`config.mk`:
```
export PLATFORM = sky130hd
export DESIGN_NAME = bit_run_length_encoder_top
export DESIGN_NICKNAME = d
export VERILOG_FILES = /design/src/brle_pkg.sv /design/src/bit_run_length_encoder_top.sv /design/src/brle_front.sv /design/src/brle_back.sv
export SDC_FILE = /design/constraint.sdc
export NUM_CORES = 1
export LEC_CHECK = 0
export BUFFER_PORTS_ARGS = -buffer_cell sky130_fd_sc_hd__buf_4
export CORE_ASPECT_RATIO = 0.5
export CORE_MARGIN = 4
export CORE_UTILIZATION = 50
export DETAILED_ROUTE_END_ITERATION = 7
export PLACE_DENSITY = 0.72
export SETUP_SLACK_MARGIN = 0.3
export SLEW_MARGIN = 20
export SYNTH_ARGS = -nofsm -noshare
export SYNTH_HDL_FRONTEND = slang
export SYNTH_SLANG_ARGS = --single-unit
```
`constraint.sdc`:
```
create_clock -name clk -period 2.5 [get_ports clk]
set_input_delay 0.375 -clock clk [delete_from_list [all_inputs] [get_ports clk]]
set_output_delay 0.375 -clock clk [all_outputs]
set_load 0.03 [all_outputs]
```
`src/brle_pkg.sv`:
```
// Package: types and constants of the bit run-length encoder.
`default_nettype none
package brle_pkg;

  // Run counter width and its saturation limit (never above 8 bits).
  localparam int CountWidth = 8;
  localparam logic [7:0] CountLimit =
    (CountWidth >= 8) ? 8'd255 : 8'((64'd1 << CountWidth) - 64'd1);

  // Depth of the queue between front and back.
  localparam int QueueDepth = 2;
  localparam int QueuePtrW  = (QueueDepth > 1) ? $clog2(QueueDepth) : 1;
  localparam int QueueCntW  = $clog2(QueueDepth + 1);

  // One classified input byte as it travels from front to back.
  typedef struct packed {
    logic [7:0] data_byte;
    logic       end_of_text;
    logic       first_of_text;
  } brle_item_t;

  // Sequencer states of the back part.
  typedef enum logic [3:0] {
    S_IDLE  = 4'b0001,
    S_HEAD  = 4'b0010,
    S_BITS  = 4'b0100,
    S_FINAL = 4'b1000
  } brle_state_t;

endpackage
`default_nettype wire

```
`src/bit_run_length_encoder_top.sv`:
```
// Top level of the bit run-length encoder.
//
// Input channel: data_byte and end_of_text move on in_valid/in_ready. Bits
// are read from bit 7 down to 0. The first byte of a text yields a header
// transfer carrying that first bit; every bit change yields the closed run's
// length; a byte marked end_of_text also yields the final run and ends the
// text, so the next byte opens a new one.
// Output channel: run_value, is_header, count_overflow and last_of_item move
// on out_valid/out_ready. last_of_item marks the final transfer of a byte.
// Runs saturate at the counter limit and then carry count_overflow.
// Throughput: the back sequencer walks one bit per cycle unless an emitting
// step meets a stalled output, plus a header step and a final-run step. Results
// leave one per cycle through the output register while the receiver is ready.
// A two-entry queue lets the input keep accepting while a byte is being walked.
// Reset clears the queue, the sequencer and the output register. When the
// receiver stalls the output holds and the sequencer stops at the next
// emitting step; the queue then fills and in_ready drops.
`default_nettype none
module bit_run_length_encoder_top (
  input  wire logic       clk,
  input  wire logic       rst,
  input  wire logic [7:0] data_byte,
  input  wire logic       end_of_text,
  input  wire logic       in_valid,
  output logic            in_ready,
  output logic [7:0]      run_value,
  output logic            is_header,
  output logic            count_overflow,
  output logic            last_of_item,
  output logic            out_valid,
  input  wire logic       out_ready
);

  brle_pkg::brle_item_t q_item;
  logic                 q_valid;
  logic                 q_ready;

  brle_front u_front (
    .clk         (clk),
    .rst         (rst),
    .data_byte   (data_byte),
    .end_of_text (end_of_text),
    .in_valid    (in_valid),
    .in_ready    (in_ready),
    .q_item      (q_item),
    .q_valid     (q_valid),
    .q_ready     (q_ready)
  );

  brle_back u_back (
    .clk            (clk),
    .rst            (rst),
    .q_item         (q_item),
    .q_valid        (q_valid),
    .q_ready        (q_ready),
    .run_value      (run_value),
    .is_header      (is_header),
    .count_overflow (count_overflow),
    .last_of_item   (last_of_item),
    .out_valid      (out_valid),
    .out_ready      (out_ready)
  );

endmodule
`default_nettype wire

```
`src/brle_front.sv`:
```
// Front part: accepts bytes, marks the first byte of each text, queues them.
`default_nettype none
module brle_front (
  input  wire logic                 clk,
  input  wire logic                 rst,
  input  wire logic [7:0]           data_byte,
  input  wire logic                 end_of_text,
  input  wire logic                 in_valid,
  output logic                      in_ready,
  output brle_pkg::brle_item_t      q_item,
  output logic                      q_valid,
  input  wire logic                 q_ready
);

  brle_pkg::brle_item_t                 q_mem [brle_pkg::QueueDepth];
  logic [brle_pkg::QueuePtrW-1:0]       wr_ptr;
  logic [brle_pkg::QueuePtrW-1:0]       rd_ptr;
  logic [brle_pkg::QueueCntW-1:0]       q_count;
  logic                                 first_pending;
  logic                                 push;
  logic                                 pop;

  assign in_ready = (q_count != brle_pkg::QueueCntW'(brle_pkg::QueueDepth));
  assign q_valid  = (q_count != '0);
  assign q_item   = q_mem[rd_ptr];
  assign push     = in_valid && in_ready;
  assign pop      = q_valid && q_ready;

  // Advance pointers and fill count; track the start of a text.
  always_ff @(posedge clk) begin
    if (rst) begin
      wr_ptr        <= '0;
      rd_ptr        <= '0;
      q_count       <= '0;
      first_pending <= 1'b1;
    end else begin
      if (push) begin
        wr_ptr        <= (wr_ptr == brle_pkg::QueuePtrW'(brle_pkg::QueueDepth - 1))
                         ? '0 : wr_ptr + 1'b1;
        first_pending <= end_of_text;
      end
      if (pop) begin
        rd_ptr <= (rd_ptr == brle_pkg::QueuePtrW'(brle_pkg::QueueDepth - 1))
                  ? '0 : rd_ptr + 1'b1;
      end
      if (push && !pop) begin
        q_count <= q_count + 1'b1;
      end else if (pop && !push) begin
        q_count <= q_count - 1'b1;
      end
    end
  end

  // Store the classified byte.
  always_ff @(posedge clk) begin
    if (push) begin
      q_mem[wr_ptr] <= '{data_byte: data_byte, end_of_text: end_of_text,
                         first_of_text: first_pending};
    end
  end

endmodule
`default_nettype wire

```
`src/brle_back.sv`:
```
// Back part: walks each byte one bit per cycle unless stalled; emits run items.
`default_nettype none
module brle_back (
  input  wire logic                 clk,
  input  wire logic                 rst,
  input  brle_pkg::brle_item_t      q_item,
  input  wire logic                 q_valid,
  output logic                      q_ready,
  output logic [7:0]                run_value,
  output logic                      is_header,
  output logic                      count_overflow,
  output logic                      last_of_item,
  output logic                      out_valid,
  input  wire logic                 out_ready
);

  brle_pkg::brle_state_t state;
  brle_pkg::brle_state_t state_next;
  logic [7:0]            cur_byte;
  logic                  cur_eot;
  logic [2:0]            bit_idx;
  logic                  run_bit;
  logic [7:0]            run_count;
  logic                  run_sat;

  logic                  out_free;
  logic                  cur_bit;
  logic                  is_change;
  logic                  emit;
  logic                  advance;
  logic                  done;
  logic                  item_done;
  logic                  load;
  logic [7:0]            emit_value;
  logic                  emit_header;
  logic                  emit_ovf;
  logic                  emit_last;

  // True when every bit below position idx equals b.
  function automatic logic below_same(input logic [7:0] byte_in,
                                      input logic [2:0] idx, input logic b);
    logic same;
    same = 1'b1;
    for (int k = 0; k < 8; k++) begin
      if (k < int'(idx) && byte_in[k] != b) begin
        same = 1'b0;
      end
    end
    return same;
  endfunction

  assign out_free  = !out_valid || out_ready;
  assign cur_bit   = cur_byte[bit_idx];
  assign is_change = (cur_bit != run_bit);

  // Decide what the current step emits and whether it completes.
  always_comb begin
    emit        = 1'b0;
    advance     = 1'b1;
    done        = 1'b0;
    emit_value  = run_count;
    emit_header = 1'b0;
    emit_ovf    = run_sat;
    emit_last   = 1'b1;
    unique case (state)
      brle_pkg::S_IDLE: begin
        done = 1'b1;
      end
      brle_pkg::S_HEAD: begin
        emit        = 1'b1;
        advance     = out_free;
        emit_value  = {7'd0, cur_byte[7]};
        emit_header = 1'b1;
        emit_ovf    = 1'b0;
        emit_last   = (cur_byte == 8'h00 || cur_byte == 8'hFF) && !cur_eot;
      end
      brle_pkg::S_BITS: begin
        emit      = is_change;
        advance   = !is_change || out_free;
        done      = (bit_idx == 3'd0) && !cur_eot;
        emit_last = below_same(cur_byte, bit_idx, cur_bit) && !cur_eot;
      end
      brle_pkg::S_FINAL: begin
        emit    = 1'b1;
        advance = out_free;
        done    = 1'b1;
      end
      default: begin
        advance = 1'b0;
      end
    endcase
  end

  assign item_done = advance && done;
  assign q_ready   = item_done;
  assign load      = item_done && q_valid;

  // Pick the next sequencer state.
  always_comb begin
    state_next = state;
    priority if (load) begin
      state_next = q_item.first_of_text ? brle_pkg::S_HEAD : brle_pkg::S_BITS;
    end else if (item_done) begin
      state_next = brle_pkg::S_IDLE;
    end else if (advance) begin
      unique case (state)
        brle_pkg::S_HEAD:  state_next = brle_pkg::S_BITS;
        brle_pkg::S_BITS:  state_next = (bit_idx == 3'd0) ? brle_pkg::S_FINAL
                                                          : brle_pkg::S_BITS;
        default:           state_next = state;
      endcase
    end else begin
      state_next = state;
    end
  end

  // Sequencer, run tracking and output register.
  always_ff @(posedge clk) begin
    if (rst) begin
      state     <= brle_pkg::S_IDLE;
      run_bit   <= 1'b0;
      run_count <= '0;
      run_sat   <= 1'b0;
      out_valid <= 1'b0;
    end else begin
      state <= state_next;
      if (advance) begin
        unique case (state)
          brle_pkg::S_HEAD: begin
            run_bit   <= cur_byte[7];
            run_count <= '0;
            run_sat   <= 1'b0;
          end
          brle_pkg::S_BITS: begin
            priority if (is_change) begin
              run_bit   <= cur_bit;
              run_count <= 8'd1;
              run_sat   <= 1'b0;
            end else if (run_count < brle_pkg::CountLimit) begin
              run_count <= run_count + 8'd1;
            end else begin
              run_sat <= 1'b1;
            end
          end
          brle_pkg::S_FINAL: begin
            run_bit   <= 1'b0;
            run_count <= '0;
            run_sat   <= 1'b0;
          end
          default: begin
            run_bit <= run_bit;
          end
        endcase
      end
      if (emit && advance) begin
        out_valid <= 1'b1;
      end else if (out_ready) begin
        out_valid <= 1'b0;
      end
    end
  end

  // Hold the current byte and bit position; latch each emitted item.
  always_ff @(posedge clk) begin
    if (load) begin
      cur_byte <= q_item.data_byte;
      cur_eot  <= q_item.end_of_text;
      bit_idx  <= 3'd7;
    end else if (advance && state == brle_pkg::S_BITS) begin
      bit_idx <= bit_idx - 3'd1;
    end
    if (emit && advance) begin
      run_value      <= emit_value;
      is_header      <= emit_header;
      count_overflow <= emit_ovf;
      last_of_item   <= emit_last;
    end
  end

endmodule
`default_nettype wire

```
; After elaboration in Yosys (flattened, before gate mapping)
; Memory sizes are Yosys's and may differ from the RTL's. A register that Yosys moved wholly into a read port is not among the register bits.
; Cells that the tools add are included.
[op_classes]
add_sub_neg = 6
magnitude_cmp = 9
eq_ne = 17
muxes = 40
reduce_logical = 40
[op_table]
columns = op, n
row1 = $mux 1, 22
row2 = $logic_and 1x1->1, 17
row3 = $mux 4, 4
row4 = $mux 8, 2
row5 = $pmux 8 s2, 1
row6 = $lt 3x3->1 const A, 3
row7 = $reduce_and 3->1, 3
row8 = $add 8x1->8 const B, 1
row9 = $eq 8x8->1 const B, 1
row10 = $logic_not 8->1, 1
row11 = $lt 8x8->1 const B, 1
row12 = $ne 1x1->1, 8
row13 = $pmux 1 s2, 4
row14 = $pmux 4 s2, 1
row15 = $reduce_bool 2->1, 4
row16 = $lt 1x3->1 const A, 2
row17 = $lt 2x3->1 const A, 2
row18 = $pmux 1 s3, 2
row19 = $reduce_bool 3->1, 2
row20 = $logic_not 1->1, 5
row21 = $eq 4x1->1 const B, 1
row22 = $eq 4x2->1 const B, 1
row23 = $eq 4x3->1 const B, 1
row24 = $eq 4x4->1 const B, 1
row25 = 17 further kinds, 22
[word_totals]
regBits = 43
ram_bits = 20
inputBits = 13
n_memories = 1
[mem_list]
columns = name, words, width, read_ports, rd_clocked_by_memory_dff, write_ports, line_no
row1 = u_front.q_mem, 2, 10, 1, 1, 1, brle_front.sv:15  ; brle_pkg::brle_item_t q_mem [brle_pkg::QueueDepth];

; Depth between registers and ports, before layout
; Gate-level depths: netlist of run 1.
[logic_depth]
ltp_word = 14
depth_mapped = 10
ltp_nobuf = 9

; Cells and area by module
; From an unflattened synthesis of run 1, not the netlist that was laid out.
[hier_totals]
hier_cells = 283
area_unflattened_um2 = 3251.9
[modules_own_cells]
columns = module, n_inst, cells_each, area_each_um2, seq_area_each_um2
row1 = brle_back, 1, 224, 2267.2, 960.9
row2 = brle_front, 1, 59, 984.7, 720.7

; Worst setup path after synthesis of run 1
; Ideal clock, no wire load.
[synth_timing]
kind = register -> register
from = reg u_back.cur_byte[4]
to = reg u_front.q_count[1] (netlist bit)
arrival_ns = 2.515
required_ns = 2.429
slack_ns = -0.085
stages_incl_launch_ff = 9
synth_period_minus_slack_ns = 2.585
cell_sequence = edfxtp_1 mux4_1 mux2i_2 xnor2_1 o21ai_2 nand3_2 ha_1 or3_1 a21oi_1
[synth_via]
elab_chain_cells = 11
elab_cells_between_ends = 13
cone_classes = 1 x eq/ne / 4 x mux / 8 x reduce/logical
[synth_rtl]
columns = element, line_no
row1 = from (decl), brle_back.sv:19  ; logic [7:0] cur_byte;
row2 = from (signal assigned), brle_back.sv:166  ; cur_byte <= q_item.data_byte;
row3 = $bmux 1 s3 (*), brle_back.sv:53  ; assign cur_bit = cur_byte[bit_idx];
row4 = $mux 1 (implied by the code) (*), brle_back.sv:53
row5 = $ne 1x1->1 (*), brle_back.sv:54  ; assign is_change = (cur_bit != run_bit);
row6 = $logic_not 1->1 (*), brle_back.sv:79  ; advance = !is_change || out_free;
row7 = $logic_or 1x1->1 (*), brle_back.sv:79
row8 = $pmux 1 s3 (*), brle_back.sv:65  ; unique case (state)
row9 = $logic_and 1x1->1 (*), brle_back.sv:94  ; assign item_done = advance && done;
row10 = $logic_and 1x1->1 (*), brle_front.sv:27  ; assign pop = q_valid && q_ready;
row11 = $logic_not 1->1, brle_front.sv:46  ; if (push && !pop) begin
row12 = $logic_and 1x1->1, brle_front.sv:46
row13 = $mux 2 or $reduce_bool 2->1 (tied branches), -
row14 = to (signal assigned), brle_front.sv:47  ; q_count <= q_count + 1'b1;
row15 = to (signal assigned), brle_front.sv:49  ; q_count <= q_count - 1'b1;
row16 = to (decl), brle_front.sv:18  ; logic [brle_pkg::QueueCntW-1:0] q_count;
; Mark *: on every way between the ends. The rest lies on a longest branch, timed or not. The select of a mux whose other input is x is not followed.
; A chain may end at the register's enable or synchronous reset.

; Worst setup path in the final report of run 1
[layout_timing]
from = reg u_back.cur_byte[1]
to = reg u_front.q_count[1] (netlist bit)
; Same word-level chain as after synthesis.

==> results.md, run 1 <==
- Placed cell areas: 0.003402 mm2
- CP max stage cell: mux4_2
- Global-route wire length before repair: roughly 11000 um
- Worst reg2reg endpoint: u_front.q_count[1]$_SDFFE_PP0P_
- Worst-margin pin slew: 581.2 ps
- Chip Height: 62.15 um
- Largest family of logic cells by synthesized area: simple AND/OR/NAND/NOR gates
- Root buffer cell: clkbuf_16
- Clk_lat worst skew: 330 ps
- Area contributors post-synth: edfxtp_1 41%, dfxtp_1 16%, mux2_2 3.8%
- Crit path kind: reg2reg
- Leak: 1.513 nW
- Synthesized area: 0.002932 mm2
- Syn_area_per_cell: 11.87 um2
- Layout cell share with drive strength beyond 1: 40.51%
- Syn-to-layout area delta: 36.41%
- Worst setup EP type: register
- CTS tree: built
- DRC viols: 0
- Post-synthesis compound-gate area fraction: 10.71%
- Worst Hold Launch: data_byte[7]
- Crit-path max cell delay: 510 ps
- DRT Pass-1 Iters: 4
- Syn Inst Count: 247
- Die Wd: 116.3 um
- Hold Path Class: in2reg
- Largest area contributor in the netlist: edfxtp_1
- Simple-Gate Fraction of Synth Area: 15.28%
- Clk sink count: 64
- WL final: 6326 um
- GRT overflow: 0
- VDD IR max: about 0.00064 V
- Clock tree buffer depth: 2
- CORE AREA: 0.005587 mm2
- CP Cell Sequence: mux4_2 -> mux2i_4 -> xnor2_2 -> o21ai_2 -> nand3_2 -> ha_4 -> xor2_1 -> or3_1 -> a21oi_2
- Final hold vios: 0
- R2R setup slack: ~110 ps
- H-Tree Depth: 3
- Initial antenna violation count: 0
- Power density over cell area: 1235 mW/mm2
- Worst path arrival time: 2660 ps
- Yosys reg bits: 64
- Setup Skew: about 4.7 ps
- # IOs: 26
- Routability congestion estimate: 0.8199
- Wirelength per Cell: 16.26 um
- DP HPWL: 4017 um
- Max Cap Viol: 0
- RSZ-0062 raised after global routing: true
- Number of global-route vias before repair: approximately 2300
- Initial Utilization: a little over half
- Count of cell types in the netlist: 52
- Largest net degree at the start of global routing: 15
- Fin nets: 328
- Num CTS Buffers: 9
- # diodes: 0
- Final setup fails: 0
- Final Slew Violations: 0
- Post-route insts no fill: around 390
- Routed Antenna Nets: 0
- Tcrit/Tclk final: 95.78%
- Synthesized-area fraction occupied by xor and xnor cells: 4.439%
- Total GRT Usage: 19.05%
- Final min period: 2394 ps
- Design area: 0.003999 mm2
- Multiplexer share of the synthesized area: 7.981%
- Outcome: completed
- Fillcell total: 371
- Critical Path RT: approximately 2800 ps
- Crit path max fanout: 2
- Placed Instances: 361
- Hold_buf cts: 0
- Post-Synth Adder-Cell Area: between 1.5 and 2%
- DIE AREA: 0.007227 mm2
- Synth top area share: 40.97%
- Post-synthesis net count: ~260
- Primary FF master, synth: edfxtp_1
- Ys async rst share: 0%
- Yosys warning count: 0
- Peak Freq: 0.4176 GHz
- Vias per cell: 5.558
- R2R depth: 9
- Hold path cells: 1
- EDFF count, synth: 40
- Clk slew on worst S/H paths: 60 ps
- Worst setup SP type: register
- Reg-to-Reg Start: u_back.cur_byte[1]$_DFFE_PP_
- Row cnt: 19
- Rel. slew slack: 61.15%
- Post-synthesis sequential area ratio: 57.36%
- Vias: 2162
- Hold endpoint: u_front.q_mem[1][9]$_DFFE_PP_
- Drt first-iter violations: 119
- I/O Buffers: 25
[sequential cells by signal (all words and copies together), names as in the netlist, named ones only]
register and flops:
u_back.cur_byte 8, u_front.wr_ptr 1, u_back.last_of_item 1, u_back.bit_idx 3, u_back.state 4, u_back.is_header 1, u_front.q_count 2, u_back.run_count 8
u_back.count_overflow 1, u_front.rd_ptr 1, u_back.cur_eot 1, u_back.run_value 8, u_back.out_valid 1, u_front.q_mem 20, u_back.run_bit 1, u_back.run_sat 1
u_front.first_pending 1
[metal layers]
layer | GRT usage [%] | share of wire, % | vias up
li1 | - | - | 1046
met2 | 32.41 | 51 | 57
met5 | 0 | 0 | -
met4 | 7.670 | 2.4 | 0
met3 | 7.565 | 5.9 | 14
met1 | 21.23 | 41 | 1045
[synthesized netlist by cell type, types with 2 or more instances]
library cell and instances:
a211o_1 2, a211oi_1 3, a21oi_1 18, a31oi_1 2, and3_1 2, buf_2 2, clkbuf_1 7, dfxtp_1 24
edfxtp_1 40, ha_1 4, inv_1 6, mux2_2 10, mux2i_1 4, mux4_1 2, nand2_1 13, nand2b_1 4
nand3_1 6, nand4_1 4, nor2_1 17, nor2b_1 11, nor4_1 3, o211ai_1 4, o21ai_0 10, o21bai_1 2
o31ai_1 2, or2_2 2, or3_1 7, xnor2_1 7, xor2_1 6
[worst max path at each step]
stage                                         from                               to  slack, ps  cells past startpoint
floorplan             u_back.cur_byte[4]$_DFFE_PP_  u_front.q_count[1]$_SDFFE_PP0P_         40                      9
global placement    u_back.bit_idx[0]$_SDFFE_PP1P_  u_front.q_count[1]$_SDFFE_PP0P_        110                      9
detailed placement  u_back.bit_idx[0]$_SDFFE_PP1P_  u_front.q_count[1]$_SDFFE_PP0P_         30                      9
CTS                   u_back.cur_byte[3]$_DFFE_PP_  u_front.q_count[1]$_SDFFE_PP0P_        130                      9
global route          u_back.cur_byte[3]$_DFFE_PP_  u_front.q_count[1]$_SDFFE_PP0P_        -10                      9
finish                u_back.cur_byte[1]$_DFFE_PP_  u_front.q_count[1]$_SDFFE_PP0P_        110                      9
[area by class of cell]
cell class                 count  area, um2  share of cell area [%]
tap                           73      91.34                   2.284
clock inverter                 6      92.59                   2.315
multi-input combinational    166       1340                   33.51
timing repair inverter         1      11.26                  0.2816
clock buffer                  10      239.0                   5.976
sequential                    64       1683                   42.08
timing repair buffer          62      503.0                   12.58
inverter                       7      38.79                  0.9700
[per-stage QoR]
step                      worst slack, ps  power (mW)  utilization (%)  TNS [ps]  hold WS (ps)
after global placement              111.4       3.134            60.90         0         439.2
final                               105.6       4.940            71.58         0         223.9
after global routing               -13.52       5.237            71.58    -13.52         212.3
after CTS                           125.4       4.735            68.69         0         215.2
after floorplan                     43.66       2.673                -         0         426.8
after detailed placement            25.06       3.208            60.90         0         445.4
[cells in the final DEF, fill, tap and decap left out, types with 3 or more instances in the layout]
| cell | synthesis | layout |
|---|---|---|
| a21oi_1 | 18 | 12 |
| a21oi_2 | 0 | 6 |
| buf_4 | 0 | 52 |
| buf_6 | 1 | 10 |
| clkbuf_16 | 0 | 9 |
| dfxtp_1 | 24 | 23 |
| edfxtp_1 | 40 | 40 |
| ha_1 | 4 | 3 |
| inv_1 | 6 | 6 |
| mux2_2 | 10 | 10 |
| mux2i_1 | 4 | 3 |
| nand2_1 | 13 | 13 |
| nand2b_1 | 4 | 4 |
| nand3_1 | 6 | 6 |
| nand4_1 | 4 | 4 |
| nor2_1 | 17 | 17 |
| nor2b_1 | 11 | 11 |
| o211ai_1 | 4 | 4 |
| o21ai_0 | 10 | 5 |
| o21ai_1 | 0 | 4 |
| or3_1 | 7 | 3 |
| or3_4 | 0 | 5 |
| xnor2_1 | 7 | 4 |
| xnor2_2 | 1 | 4 |
| xor2_1 | 6 | 6 |
[critical path: cells and delay by family (launching register included)]
family | cells | cell delay [ps]
multiplexers | 2 | 700
AND/OR/NAND/NOR | 2 | 450
flip-flops | 1 | 430
AO/OA/AOI/OAI | 2 | 320
XOR/XNOR | 2 | 240
adder cells (fa/ha/maj) | 1 | 180
[cell families after synthesis]
logic type,Yosys count
simple gates,80
fa+ha+maj,4
flops,64
compound gates,50
buf+inv,17
mux,18
xor+xnor,14
[power breakdown]
group / switching [mW] / internal, mW
Sequential: 0.161 / 1.40
Combinational: 1.01 / 1.00
Clock: 0.464 / 0.902
[timing repair]
action | 4_1_cts | 5_1_grt
buffers inserted | 7 | 3
gates cloned | 1 | 1
resized for setup | 14 | 31
setup endpoints to repair | 25 | 36
pin swaps | 16 | 11
No activity file was read; power rests on OpenSTA's default activity.
==> inputs of run 2 (changes only) <==
--- a/config.mk
+++ b/config.mk
@@ -10,7 +10,7 @@
 export CORE_MARGIN = 4
 export CORE_UTILIZATION = 50
 export DETAILED_ROUTE_END_ITERATION = 7
-export PLACE_DENSITY = 0.72
+export PLACE_DENSITY = 0.7
 export SETUP_SLACK_MARGIN = 0.3
 export SLEW_MARGIN = 20
 export SYNTH_ARGS = -nofsm -noshare
==> constraint.sdc (replaced) <==
create_clock -name clk -period 2.8 [get_ports clk]
set_input_delay 0.42 -clock clk [delete_from_list [all_inputs] [get_ports clk]]
set_output_delay 0.42 -clock clk [all_outputs]
set_load 0.03 [all_outputs]
==> run 2 against run 1 <==
Effect of this change:
- cell count is 3.9% lower
- largest power group is now registers
- core utilization is 5.1 points lower
- total power fell by 18%
- sequential power is 6% lower
- clock skew up 2.3 ps
- non-clock buffer count shrank 14
- count of clock-buffer cells in the layout increased by 1
- clock power shrank 15%
- register-to-register slack better by 180 ps
- sequential share of layout area up 3.4 points
- critical path depth fell by 1
==> results.md, run 2 (same netlist as run 1, synthesis figures left out) <==
- Outcome: completed
- Peak Freq: 0.3981 GHz
- Hold endpoint: u_front.q_mem[1][2]$_DFFE_PP_
- WL met3: 414 um
- Worst reg2reg endpoint: u_back.run_count[7]$_SDFFE_PP0P_
- Total GRT Usage: 17.07%
- H-Tree Depth: 3
- Worst path arrival time: 2770 ps
- Worst setup SP type: register
- Crit path max fanout: 11
- Vias: 2118
- WL final: between 5000 and 6000 um
- # diodes: 0
- Reg-to-Reg Start: u_back.cur_byte[6]$_DFFE_PP_
- Clk_lat worst skew: 330 ps
- Placed cell areas: 0.003258 mm2
- Highest metal used: met4
- Final Slew Violations: 0
- RSZ-0062 raised after global routing: true
- Chip Height: 62.15 um
- Worst Hold Launch: data_byte[0]
- R2R setup slack: 290 ps
- Final hold vios: 0
- Commonest non-fill, non-tap cell in the layout: buf_4
- Metal2 WL: 2884 um
- Wirelength per Cell: around 15 um
- Vias per cell: 5.663
- Critical Path RT: 3060 ps
- Design area: 0.003716 mm2
- Fin nets: 313
- Row cnt: 19
- Initial antenna violation count: 0
- Rel. slew slack: 38.19%
- DRT Pass-1 Iters: 4
- Routed Antenna Nets: 0
- CORE AREA: between 0.005 and 0.006 mm2
- Initial Utilization: 52.47%
- GRT overflow: 0
- I/O Buffers: 25
- Max Cap Viol: 0
- Clk sink count: 64
- Routability congestion estimate: 0.8071
- Num CTS Buffers: 9
- Number of global-route vias before repair: 2031
- Reg with most FFs: u_front.q_mem
- VDD IR max: 0.0006531 V
- Final setup fails: 0
- Final min period: ~2500 ps
- Drt first-iter violations: 113
- Max FFs per register: 20
- Worst-margin pin slew: between 900 and 1000 ps
- Global-route wire length before repair: 9611 um
- CTS tree: built
- Worst setup EP type: register
- Root buffer cell: clkbuf_16
- Power density over cell area: 1090 mW/mm2
- # IOs: 26
- Hold_buf cts: 0
- Hold Path Class: in2reg
- Clock tree buffer depth: 2
- Hold path cells: 1
- Layout cell share with drive strength beyond 1: between 30% and 40%
- Syn-to-layout area delta: 26.76%
- Setup Skew: 7.023 ps
- R2R depth: 8
- Largest net degree at the start of global routing: 16
- DIE AREA: 0.007227 mm2
- Crit path kind: reg2reg
- Die Wd: 116.3 um
- DRC viols: 0
- Leak: 1.396 nW
- Most frequent cells in the layout: 48 x buf_4, 40 x edfxtp_1, 19 x dfxtp_1
- Setup TNS: 0 ps
- Wl on met1: 2386 um
- Clk slew on worst S/H paths: 50 ps
- DP HPWL: 3999 um
- Tcrit/Tclk final: 89.71%
## run 2: cell types whose count changed in the layout (fill, tap and decap cells not counted), moves of 4 or more
cell	delta
buf_6	-10
dfxtp_1	-4
a21oi_2	-4
or3_1	+4
o21ai_0	+5
or3_4	-5
buf_4	-4
a21oi_1	+4
o21ai_1	-4
## run 2: area by class of cell
class | instances | area [um2]
fillers | 416 | 1871
flip-flops and latches | 64 | 1690
multi-input cells | 166 | 1234
repair buffers | 48 | 360.3
clock buffers | 11 | 232.7
well taps | 73 | 91.34
clock inverters | 5 | 81.33
inverters | 7 | 26.28
## run 2: worst max-delay path, cell delays in order, from the launching register on
cell and delay, ps:
edfxtp_1 430, mux4_2 540, mux2_4 350, xnor2_4 200, a211oi_1 90, buf_4 180, buf_4 150, or3_1 350
a21oi_1 160
## run 2: metrics by stage
| stage | setup slack [ps] | instances | power (mW) | util, % | hold slack (ps) |
|---|---|---|---|---|---|
| after floorplan | 335.6 | 247 | 2.358 | - | 426.8 |
| after global placement | 240.1 | 344 | 2.622 | 58.32 | 433.0 |
| after detailed placement | 102.1 | 344 | 2.672 | 58.32 | 474.5 |
| after CTS | 304.3 | 365 | 3.935 | 64.93 | 265.9 |
| after global routing | 245.1 | 374 | 4.282 | 66.52 | 261.1 |
| final | 288.2 | 374 | 4.049 | 66.52 | 273.6 |
## run 2: power by group
part           switching, mW  leakage, nW  internal [mW]
registers              0.201        0.562           1.26
logic                  0.712        0.684          0.719
clock network          0.383        0.150          0.778
total                   1.30         1.40           2.75
## run 2: how the worst max path moves through the flow
stage | start | endpoint | slack (ps) | cells past startpoint
3_3_place_gp | u_back.bit_idx[0]$_SDFFE_PP1P_ | u_front.q_count[1]$_SDFFE_PP0P_ | 240 | 9
5_1_grt | u_back.cur_byte[6]$_DFFE_PP_ | u_back.run_count[7]$_SDFFE_PP0P_ | 250 | 8
6_report | u_back.cur_byte[6]$_DFFE_PP_ | u_back.run_count[7]$_SDFFE_PP0P_ | 290 | 8
2_1_floorplan | u_back.cur_byte[4]$_DFFE_PP_ | u_front.q_count[1]$_SDFFE_PP0P_ | 340 | 9
3_5_place_dp | u_back.bit_idx[0]$_SDFFE_PP1P_ | u_front.q_count[1]$_SDFFE_PP0P_ | 100 | 9
4_1_cts | u_back.state[3]$_SDFFE_PP0P_ | u_back.run_count[5]$_SDFFE_PP0P_ | 300 | 7
## run 2: repair_timing
action,in CTS,in global routing
resized for setup,6,5
setup buffers,5,9
pin swaps,2,5
endpoints found under the setup margin,2,13
## run 2: metal layers
metal | track usage (%) | vias up
li1 | - | 1022
met1 | 20.38 | 1015
met2 | 27.92 | 69
met3 | 6.984 | 12
met4 | 5.644 | 0
met5 | 0 | -
